### src/hdl/rid_pkg.sv
// Shared types and codes for the replay id cache.
`default_nettype none
package rid_pkg;
	localparam int TIME_BITS = 63;
	localparam int SKEW_BITS = 16;

	localparam logic [1:0] VERDICT_FRESH  = 2'd0;
	localparam logic [1:0] VERDICT_REPLAY = 2'd1;
	localparam logic [1:0] VERDICT_EMPTY  = 2'd2;

	// scan token handed from cell to cell
	typedef struct packed {
		logic                 active;
		logic                 matched;
		logic                 have_old;
		logic [TIME_BITS-1:0] old_time;
	} scan_t;
endpackage
`default_nettype wire

### src/hdl/rid_cell.sv
// One table entry: expiry, match and oldest check on the passing scan token.
`default_nettype none
module rid_cell
	import rid_pkg::*;
#(
	parameter int INDEX    = 0,
	parameter int IW       = 4,
	parameter int KEY_BITS = 64
) (
	input  wire logic                 clk,
	input  wire logic                 arst_n,
	input  wire scan_t                pin,
	input  wire logic [IW-1:0]        idx_in,
	input  wire logic [KEY_BITS-1:0]  key,
	input  wire logic [TIME_BITS-1:0] now,
	input  wire logic [SKEW_BITS:0]   limit,
	input  wire logic                 wr_en,
	input  wire logic [IW-1:0]        wr_idx,
	output scan_t                     pout,
	output logic [IW-1:0]             idx_out,
	output logic                      live
);
	logic                 live_q;
	logic [KEY_BITS-1:0]  key_q;
	logic [TIME_BITS-1:0] time_q;
	scan_t                pnext;
	logic [IW-1:0]        inext;
	logic                 here, expire;
	logic [TIME_BITS-1:0] age;

	assign here = pin.active && !pin.matched && live_q;
	assign age = now - time_q;
	assign expire = (now >= time_q) && (age > TIME_BITS'(limit));

	always_comb begin
		pnext = pin;
		inext = idx_in;
		if (here && !expire) begin
			if (key_q == key) begin
				pnext.matched = 1'b1;
			end else if (!pin.have_old || time_q < pin.old_time) begin
				pnext.have_old = 1'b1;
				pnext.old_time = time_q;
				inext = IW'(INDEX);
			end
		end
	end

	always_ff @(posedge clk or negedge arst_n) begin
		if (!arst_n) begin
			live_q <= 1'b0;
			key_q <= '0;
			time_q <= '0;
			pout <= '0;
			idx_out <= '0;
		end else begin
			pout <= pnext;
			idx_out <= inext;
			if (wr_en && wr_idx == IW'(INDEX)) begin
				live_q <= 1'b1;
				key_q <= key;
				time_q <= now;
			end else if (here && expire) begin
				live_q <= 1'b0;
			end
		end
	end

	assign live = live_q;
endmodule
`default_nettype wire

### config.mk
export PLATFORM = sky130hd
export DESIGN_NAME = rid_cell
export DESIGN_NICKNAME = d
export VERILOG_FILES = /design/src/hdl/rid_pkg.sv /design/src/hdl/rid_cell.sv
export SDC_FILE = /design/constraint.sdc
export NUM_CORES = 1
export LEC_CHECK = 0
export BUFFER_PORTS_ARGS = -buffer_cell sky130_fd_sc_hd__buf_4
export CAP_MARGIN = 20
export CORE_MARGIN = 10
export CORE_UTILIZATION = 45
export DETAILED_ROUTE_END_ITERATION = 16
export GPL_ROUTABILITY_DRIVEN = 0
export PLACE_DENSITY = 0.67
export SLEW_MARGIN = 15
export SYNTH_ARGS = -nofsm -noshare
export SYNTH_HDL_FRONTEND = slang
export SYNTH_SLANG_ARGS = --single-unit
### constraint.sdc
create_clock -name clk -period 9.4 [get_ports clk]
set_clock_uncertainty 0.1 [all_clocks]
set_input_delay 1.88 -clock clk [delete_from_list [all_inputs] [get_ports clk]]
set_output_delay 1.88 -clock clk [all_outputs]
set_load 0.01 [all_outputs]
After elaboration in Yosys (flattened, before gate mapping)
Cells that the tools add are included.

storage, ports and cells
  output and inout bits = 71
  bits of input ports = 221
  logic and storage cells = 34
  register bits = 198

cells by class
  mux-type cells = 9
  reductions and logical operators = 12
  $lt $le $gt $ge = 3
  add/subtract/negate cells = 1
  equal/unequal tests = 1

operators with widths
  operator           count
  $mux 64            2
  $mux 65            1
  $eq 64x64->1       1
  $ge 63x63->1       1
  $gt 63x17->1       1
  $lt 63x63->1       1
  $sub 63x63->63     1
  $mux 4             3
  $logic_and 1x1->1  6
  $logic_not 4->1    1
  $logic_not 1->1    3
  $mux 1             3
  $reduce_bool 2->1  1
  $logic_or 1x1->1   1

Logic depth before layout (Yosys ltp)
Gate-level depths: netlist of run 1.

  depth after elaboration = 6
  gate-level depth with buffers = 25
  depth with buffers taken out = 23

Least setup slack after synthesis of run 1
OpenSTA, ideal clock, no wires.

  path type = input to register
  start = input now[0]
  end = register pout[0] (netlist bit)
  setup time = 0.127 ns
  stages on the path = 23
  path buffers = 1
  required time = 9.173 ns
  setup slack = 2.275 ns
  arrival time = 6.897 ns
  cells stage by stage = inv_1 > ha_1 > inv_1 > fa_1 > a21o_1 > a221o_1 > nand3_1 > o21bai_1 > a21oi_1 > xnor2_1 > ha_1 > nand2_1 > or4_1 > nor3_1 > nor2_1 > nor2_1 > nand4_1 > or4_1 > or4_1 > or4_4 > a21oi_4 > buf_6 > mux2_1

RTL lines
  element               line            source
  start, declared       rid_cell.sv:15  input wire logic [TIME_BITS-1:0] now,
  end signal, assigned  rid_cell.sv:57  pout <= pnext;
  end, declared         rid_cell.sv:19  output scan_t pout,

==> reports/qor.yml, run 1 <==
antenna_found_initial: 1
grt_pass1_wl_mm: 73.35
hp-class: "reg2reg"
synthCells: 1651
min_to: "key_q[53]"
finalSetupViolCount: 0
postCtsHoldBufs: 0
clockPowerShare_pct: 21.1
root_buffer: "clkbuf_16"
drt_iter0_drc: 1207
critPathMaxFanout: 31
worstMarginPinSlew_ns: 0.9350
finalHoldViolCount: 0
syn_area_mm2: 0.01465
placed_cell_area_mm2: 0.01714
fillerInstances: 2984
wire_per_inst_um: 19.70
cts_buffer_depth: 2
path_clk_slew_ns: 0.07
worstSetupStartpointType: "input pin"
critPathMaxStageDelay_ns: 0.59
cts_setup_buffers: 0
synth_fp_nets: 2015
detail-route-antenna-nets: 0
cp_common_cell: "or4_1"
ios: 292
reg2reg_from: "time_q[0]"
hold_depth: 1
numClockSinks: 198
drt_pass1_iterations: 6
critPathTopFamily: "simple AND/OR/NAND/NOR gates"
drc: 0
vias: 13490
hpwl_mm: 37.90
cts_tree: "yes"
setup_tns_ns: 0
period_share_pct: 82.64
final_area_mm2: 0.01773
std_cell_rows: 66
worstPathArrival_ns: 8.02
ys_seq_area_share_pct: 33.83
worstPathCellList: "buf_4, inv_1, ha_1, inv_1, fa_1, a21o_1, a21oi_2, o31ai_1, o21ai_0, nand2_1, xor2_1, ha_1, nand2_1, or4_1, nor3_1, nor2_1, nor2_1, nand4_1, or4_1, or4_1, or4_4, a21oi_4, buf_4, mux2_1"
async_reset_ff_share_pct: 100.0
clock_latency_ns: 0.48
r2r-end: "pout[0]"
portBuffers: 291
viasPerCell: 5.724
hp-start: "key_q[53]"
slew-limit-headroom_pct: 37.10
yosys_register_bits: 198
htreeDepth: 4
intPower_uw: 2052
p_comb_share_pct: 47.6
ir_worst_vdd_uv: 154.9
area_delta_synth_final_pct: 21.09
synth_enable_flop_cells: 0
max_freq_ghz: 0.1287
p_per_area_mw_per_mm2: 197.3
fin_crit_ns: 7.768
core_mm2: 0.03229
gr-total-overflow: 0
switching_share_pct: 41.36
wl_mm: 46.42
crit_required_ns: 9.65
grt_pass1_vias: 13500
die_width_um: 200.4
yosysMostFrequentCell: "dfrtp_1"
n_antenna_cell: 0
dieArea_mm2: 0.04016
synth.distinct_cells: 71
grt_usage_pct: 22.49
yosysWarnings: 0
critPathBufInv: 4
yosys-top-cells-count: "dfrtp_1, nand2_1, inv_1"
p_seq_share_pct: 31.2
start_util_pct: 45.36
synth.top_cell.area_share_pct: 33.83
synthFlopType: "dfrtp_1"
rsz0062_at_grt: "false"
synth.largest_area_cell: "dfrtp_1"
cts_made_buffers: 17
r2r_setup_slack_ns: 2.80
p_leak_uw: 0.008088
layout-drive-gt1-share_pct: 21.63
synth_area_leaders: "dfrtp_1, ha_1, mux2_2"
drv_slew: 0
worstSetupPathType: "in2reg"
status: "finished, final reports clean"
slowest_stage: "or4_4"
worstSetupEndpointType: "flop"
synth.avg_cell_area_um2: 8.871
whs_ns: 0.4307
die_h_um: 200.4
nNetsFinal: 2265
grt_max_degree: 83
ctsResizeCount: 0
drv_cap: 0
reg2reg_depth: 22
switching_power_uw: 1447
state kept, by name (all words and copies together), names as in the netlist:
| signal | cells |
|---|---|
| key_q | 64 |
| time_q | 63 |
| live | 1 |
| pout | 66 |
| idx_out | 4 |
metal layers:
| metal | track usage [%] | wire (um) | vias to the layer above |
|---|---|---|---|
| met5 | 0 | 13 | - |
| met4 | 6.140 | 930 | 2 |
| met3 | 4.712 | 3171 | 73 |
| met2 | 36.34 | 21370 | 579 |
| met1 | 29.88 | 20930 | 6432 |
| li1 | - | - | 6400 |
worst reg2reg max path, stage by stage (launching register included):
cell and delay, ns:
dfrtp_1 0.38, ha_1 0.20, inv_1 0.06, fa_1 0.40, a21o_1 0.21, a21oi_2 0.19
o31ai_1 0.12, o21ai_0 0.33, nand2_1 0.11, xor2_1 0.15, ha_1 0.31, nand2_1 0.07
or4_1 0.58, nor3_1 0.26, nor2_1 0.09, nor2_1 0.15, nand4_1 0.11, or4_1 0.57
or4_1 0.48, or4_4 0.59, a21oi_4 0.14, buf_4 0.47, mux2_1 0.43
power groups by stage:
stage	sequential (uW)	clock (uW)	combinational (uW)
2_1_floorplan	1110	0	1110
3_3_place_gp	1100	0	1590
3_5_place_dp	1110	0	1630
4_1_cts	1090	754	1640
5_1_grt	1110	786	1840
6_report	1090	739	1670
cell type report:
class / instances / area [um2] / area share [%]
clock buffers: 18 / 429.2 / 2.420
repair buffers: 298 / 2243 / 12.65
well taps: 442 / 553.0 / 3.119
multi-input cells: 1229 / 8801 / 49.63
inverters: 157 / 589.3 / 3.323
clock inverters: 14 / 162.7 / 0.9172
flip-flops and latches: 198 / 4955 / 27.94
worst max-delay path by stage:
stage	depth (start not counted)	slack [ns]	from	end
final	24	1.63	now[0]	pout[0]
after global placement	24	1.38	now[0]	pout[0]
after CTS	24	1.65	now[0]	pout[0]
after floorplan	23	2.28	now[0]	pout[0]
after global routing	24	1.32	now[0]	pout[0]
after detailed placement	24	1.15	now[0]	pout[0]
cell usage in the layout, fill, tap and decap left out, types with 19 or more instances in the layout:
| cell type | n |
|---|---|
| nand3_1 | 24 |
| nand4_1 | 65 |
| inv_1 | 157 |
| nor3_1 | 23 |
| ha_1 | 142 |
| o21a_1 | 19 |
| buf_4 | 297 |
| xnor2_1 | 77 |
| nor2_1 | 66 |
| mux2_2 | 70 |
| dfrtp_1 | 198 |
| nand2_1 | 173 |
| a21o_1 | 33 |
| mux2i_1 | 66 |
| o21ai_0 | 135 |
| a21oi_1 | 108 |
metrics by stage:
stage	utilization, %	cells	total power [uW]	setup slack [ns]
finish	54.92	2356	3499	1.632
global route	54.92	2356	3739	1.323
CTS	54.92	2356	3486	1.652
detailed placement	53.09	2324	2737	1.155
global placement	53.09	2324	2695	1.382
floorplan	-	1651	2217	2.276
cells by family after synthesis:
logic type	after synthesis	synth area share [%]
AND/OR/NAND/NOR	433	14.32
AO/OA/AOI/OAI	422	17.90
buffers and inverters	224	6.091
flip-flops	198	33.83
adder cells (fa/ha/maj)	143	12.27
multiplexers	137	9.970
XOR/XNOR	94	5.622
No activity file was read; power rests on OpenSTA's default activity.
==> run 2, diff against run 1 <==
==> constraint.sdc (replaced) <==
create_clock -name clk -period 7.55 [get_ports clk]
set_clock_uncertainty 0.1 [all_clocks]
set_input_delay 1.51 -clock clk [delete_from_list [all_inputs] [get_ports clk]]
set_output_delay 1.51 -clock clk [all_outputs]
set_load 0.01 [all_outputs]
==> reports/qor.yml, run 2 (synthesis results as in run 1) <==
postCtsHoldBufs: 0
htreeDepth: 4
multi_input_area_mm2: 0.008801
drc: 0
fin_crit_ns: 7.025
grt_pass1_vias: 13310
portBuffers: 291
cts_tree: "yes"
ios: 292
drv_slew: 0
numClockSinks: 198
std_cell_rows: 66
highest_layer: "met4"
top_regs: "pout: 66 flops, key_q: 64 flops, time_q: 63 flops"
fin_util_pct: 55.22
slew-limit-headroom_pct: 33.81
dp_cells: 2329
nNetsFinal: 2270
p_per_area_mw_per_mm2: 246.3
worstSetupStartpointType: "input pin"
final_area_mm2: 0.01783
wl_met3_mm: 2.980
path_clk_slew_ns: 0.07
final_cell_mix: "buf_4, dfrtp_1, nand2_1, inv_1, ha_1"
critPathMaxFanout: 16
grt_max_degree: 72
wl_mm: 45.52
max_freq_ghz: 0.1424
die_h_um: 200.4
area_delta_synth_final_pct: 21.74
n_antenna_cell: 0
dieArea_mm2: 0.04016
finalHoldViolCount: 0
layout-drive-gt1-share_pct: 21.83
ctsResizeCount: 0
worstPathArrival_ns: 7.27
root_buffer: "clkbuf_16"
clock_latency_ns: 0.46
hp-class: "reg2reg"
start_util_pct: 45.36
period_share_pct: 93.04
critPathMaxStageDelay_ns: 0.58
viasPerCell: 5.668
fin_cells: 2361
worstMarginPinSlew_ns: 0.9804
cts_setup_buffers: 0
wire_per_inst_um: 19.28
antenna_found_initial: 0
vias: 13380
setup_tns_ns: 0
critPathBufInv: 4
slowest_stage: "or4_4"
p_leak_uw: 0.008139
critPathTopFamily: "simple AND/OR/NAND/NOR gates"
die_width_um: 200.4
hpwl_mm: 37.27
p_total_uw: 4392
layout_commonest_cell: "buf_4"
worstSetupEndpointType: "flop"
core_mm2: 0.03229
ir_worst_vdd_uv: 181.6
drt_iter0_drc: 1019
cts_made_buffers: 17
drv_cap: 0
gr-total-overflow: 0
route.met2.wl_mm: 20.72
rsz0062_at_grt: "false"
grt_usage_pct: 22.12
wl_met1_mm: 21.01
placed_cell_area_mm2: 0.01722
worstSetupPathType: "in2reg"
crit_required_ns: 7.79
drt_pass1_iterations: 8
cp_common_cell: "or4_1"
largest-register: "pout"
largest_register_ffs: 66
fillerInstances: 2948
grt_pass1_wl_mm: 72.62
status: "finished, final reports clean"
seq_area_mm2: 0.004955
detail-route-antenna-nets: 0
cts_buffer_depth: 2
finalSetupViolCount: 0
worstPathCellList: "buf_4, inv_1, ha_1, inv_1, fa_1, a21o_1, a221o_1, nand3_1, o21bai_1, a21oi_1, xnor2_1, ha_1, nand2_1, or4_1, nor3_1, nor2_1, nor2_1, nand4_1, or4_1, or4_1, or4_4, a21oi_4, buf_12, mux2_1"
## run 2: worst paths after layout
| path | start | endpoint | slack (ns) | depth (start not counted) |
|---|---|---|---|---|
| worst max-delay path | now[0] | pout[0] | 0.53 | 24 |
| worst max register to register | time_q[7] | pout[0] | 1.29 | 21 |
| worst min-delay path | key_q[3] | key_q[3] | 0.43 | 1 |
| worst min register to register | key_q[3] | key_q[3] | 0.43 | 1 |
| min in group asynchronous | arst_n | key_q[10] | 0.94 | 1 |
| max in group asynchronous | arst_n | pout[54] | 5.04 | 2 |
## run 2: power by group
| part | switching, uW | total, uW | internal, uW |
|---|---|---|---|
| registers | 108 | 1360 | 1250 |
| logic | 1210 | 2070 | 863 |
| clock network | 456 | 962 | 506 |
## run 2: per-layer routing
metal,GRT usage (%),vias to the layer above
li1,-,6423
met1,30.00,6387
met2,35.45,509
met3,4.615,64
met4,5.058,0
met5,0,-
## run 2: cell type report
| type | count | area share (%) |
|---|---|---|
| well taps | 442 | 3.102 |
| multi-input cells | 1229 | 49.36 |
| clock buffers | 18 | 2.407 |
| repair buffers | 303 | 13.00 |
| clock inverters | 14 | 1.032 |
| inverters | 157 | 3.305 |
| flip-flops and latches | 198 | 27.79 |
## run 2: per-stage QoR
step	hold WS (ns)	worst slack, ns
5_1_grt	0.4421	0.2548
6_report	0.4287	0.5253
2_1_floorplan	0.4006	0.7955
4_1_cts	0.4347	0.5594
3_3_place_gp	0.4098	0.1892
3_5_place_dp	0.4172	0.08447
==> run 3, diff against run 2 <==
==> constraint.sdc (replaced) <==
create_clock -name clk -period 8.5 [get_ports clk]
set_clock_uncertainty 0.1 [all_clocks]
set_input_delay 1.7 -clock clk [delete_from_list [all_inputs] [get_ports clk]]
set_output_delay 1.7 -clock clk [all_outputs]
set_load 0.01 [all_outputs]
==> reports/qor.yml, run 3 (synthesis results as in run 1) <==
layout_commonest_cell: "buf_4"
whs_ns: 0.4310
grt_pass1_wl_mm: 73.19
worstSetupPathType: "in2reg"
wire_per_inst_um: 19.66
htreeDepth: 4
root_buffer: "clkbuf_16"
postCtsHoldBufs: 0
critPathBufInv: 4
dieArea_mm2: 0.04016
drv_slew: 0
drt_iter0_drc: 1178
fillerInstances: 3002
p_seq_share_pct: 31.0
hp-start: "key_q[28]"
hp-class: "reg2reg"
ir_worst_vdd_uv: 166.2
cts_made_buffers: 17
max_freq_ghz: 0.1350
nNetsFinal: 2266
grt_util_met1_pct: 30.10
drt_pass1_iterations: 6
portBuffers: 291
rsz0062_at_grt: "false"
worstSetupStartpointType: "input pin"
std_cell_rows: 66
largest_register_ffs: 66
cts_tree: "yes"
dp_slack_ns: 0.6990
top_regs: "pout: 66 flops, key_q: 64 flops, time_q: 63 flops"
min_to: "key_q[28]"
worstPathCellList: "buf_4, inv_1, ha_1, inv_1, fa_1, a21o_1, a21oi_2, o31ai_1, o21ai_0, nand2_1, xor2_1, ha_1, nand2_1, or4_1, nor3_1, nor2_1, nor2_1, nand4_1, or4_1, or4_1, or4_4, a21oi_4, buf_12, mux2_1"
final_cell_mix: "buf_4, dfrtp_1, nand2_1, inv_1, ha_1"
finalSetupViolCount: 0
p_comb_share_pct: 47.1
drv_cap: 0
path_clk_slew_ns: 0.07
wl_mm: 46.31
n_antenna_cell: 0
setup_tns_ns: 0
status: "finished, final reports clean"
r2r_setup_slack_ns: 2.09
numClockSinks: 198
viasPerCell: 5.685
vias: 13390
core_mm2: 0.03229
grt_usage_pct: 22.32
critPathMaxFanout: 46
area_delta_synth_final_pct: 21.36
worstPathArrival_ns: 7.65
largest-register: "pout"
layout-drive-gt1-share_pct: 21.68
worstSetupEndpointType: "flop"
clock_latency_ns: 0.47
start_util_pct: 45.36
gr-total-overflow: 0
slew-limit-headroom_pct: 38.47
drc: 0
intPower_uw: 2334
switching_power_uw: 1572
p_per_area_mw_per_mm2: 219.8
finalHoldViolCount: 0
hold_depth: 1
reg2reg_depth: 22
slowest_stage: "or4_4"
grt_max_degree: 78
period_share_pct: 87.12
cp.depth: 24
r2r-end: "pout[0]"
grt.met2_usage_pct: 36.24
switching_share_pct: 40.24
ios: 292
die_width_um: 200.4
antenna_found_initial: 0
multi_input_area_mm2: 0.008801
clockPowerShare_pct: 21.9
cts_buffer_depth: 2
ctsResizeCount: 0
crit_required_ns: 8.74
final.setup.worst_slack_ns: 1.094
grtUsageMet3_pct: 4.486
worstMarginPinSlew_ns: 0.9229
grt_pass1_vias: 13370
cp_common_cell: "or4_1"
critPathTopFamily: "simple AND/OR/NAND/NOR gates"
detail-route-antenna-nets: 0
gr-max-usage-layer: "met2"
die_h_um: 200.4
cts_setup_buffers: 0
seq_area_mm2: 0.004955
fin_crit_ns: 7.406
critPathMaxStageDelay_ns: 0.59
hpwl_mm: 37.72
reg2reg_from: "time_q[0]"
p_leak_uw: 0.008114
## run 3: worst max path at each step
stage                     startpoint  endpoint  slack [ns]
final                         now[0]   pout[0]        1.09
after global routing          now[0]   pout[0]        0.84
after CTS                     now[0]   pout[0]        1.19
after detailed placement      now[0]   pout[0]        0.70
after global placement        now[0]   pout[0]        0.81
after floorplan               now[0]   pout[0]        1.56
## run 3: area by class of cell
type | count | area share, %
clock buffers | 19 | 2.548
clock inverters | 12 | 0.8940
inverters | 157 | 3.316
multi-input cells | 1229 | 49.52
flip-flops and latches | 198 | 27.88
well taps | 442 | 3.112
repair buffers | 299 | 12.73
## run 3: worst register-to-register path, stage by stage, from the launching register on
cell     delay (ns)
dfrtp_1        0.39
ha_1           0.20
inv_1          0.07
fa_1           0.40
a21o_1         0.20
a21oi_2        0.19
o31ai_1        0.12
o21ai_0        0.31
nand2_1        0.12
xor2_1         0.16
ha_1           0.30
nand2_1        0.07
or4_1          0.57
nor3_1         0.23
nor2_1         0.08
nor2_1         0.13
nand4_1        0.11
or4_1          0.58
or4_1          0.48
or4_4          0.59
a21oi_4        0.18
buf_12         0.31
mux2_1         0.41
## run 3: power by group through the flow
stage / registers (uW) / logic (uW) / clock network (uW)
2_1_floorplan: 1220 / 1230 / 0
3_3_place_gp: 1220 / 1760 / 0
4_1_cts: 1210 / 1810 / 876
3_5_place_dp: 1230 / 1800 / 0
6_report: 1210 / 1840 / 856
5_1_grt: 1230 / 2030 / 918
## run 3: routing by layer
metal  vias to the layer above  part of all wire, %
met3                        62                  6.7
li1                       6405                    -
met1                      6401                   45
met4                         0                  1.7
met5                         -                    0
met2                       526                   46
## run 3: per-stage QoR
| stage | util (%) | instances | total power [uW] | area, um2 |
|---|---|---|---|---|
| global placement | 53.15 | 2325 | 2982 | 17160 |
| floorplan | - | 1651 | 2452 | 14650 |
| global route | 55.05 | 2356 | 4180 | 17770 |
| detailed placement | 53.15 | 2325 | 3026 | 17160 |
| CTS | 55.05 | 2356 | 3899 | 17770 |
| finish | 55.05 | 2356 | 3906 | 17770 |
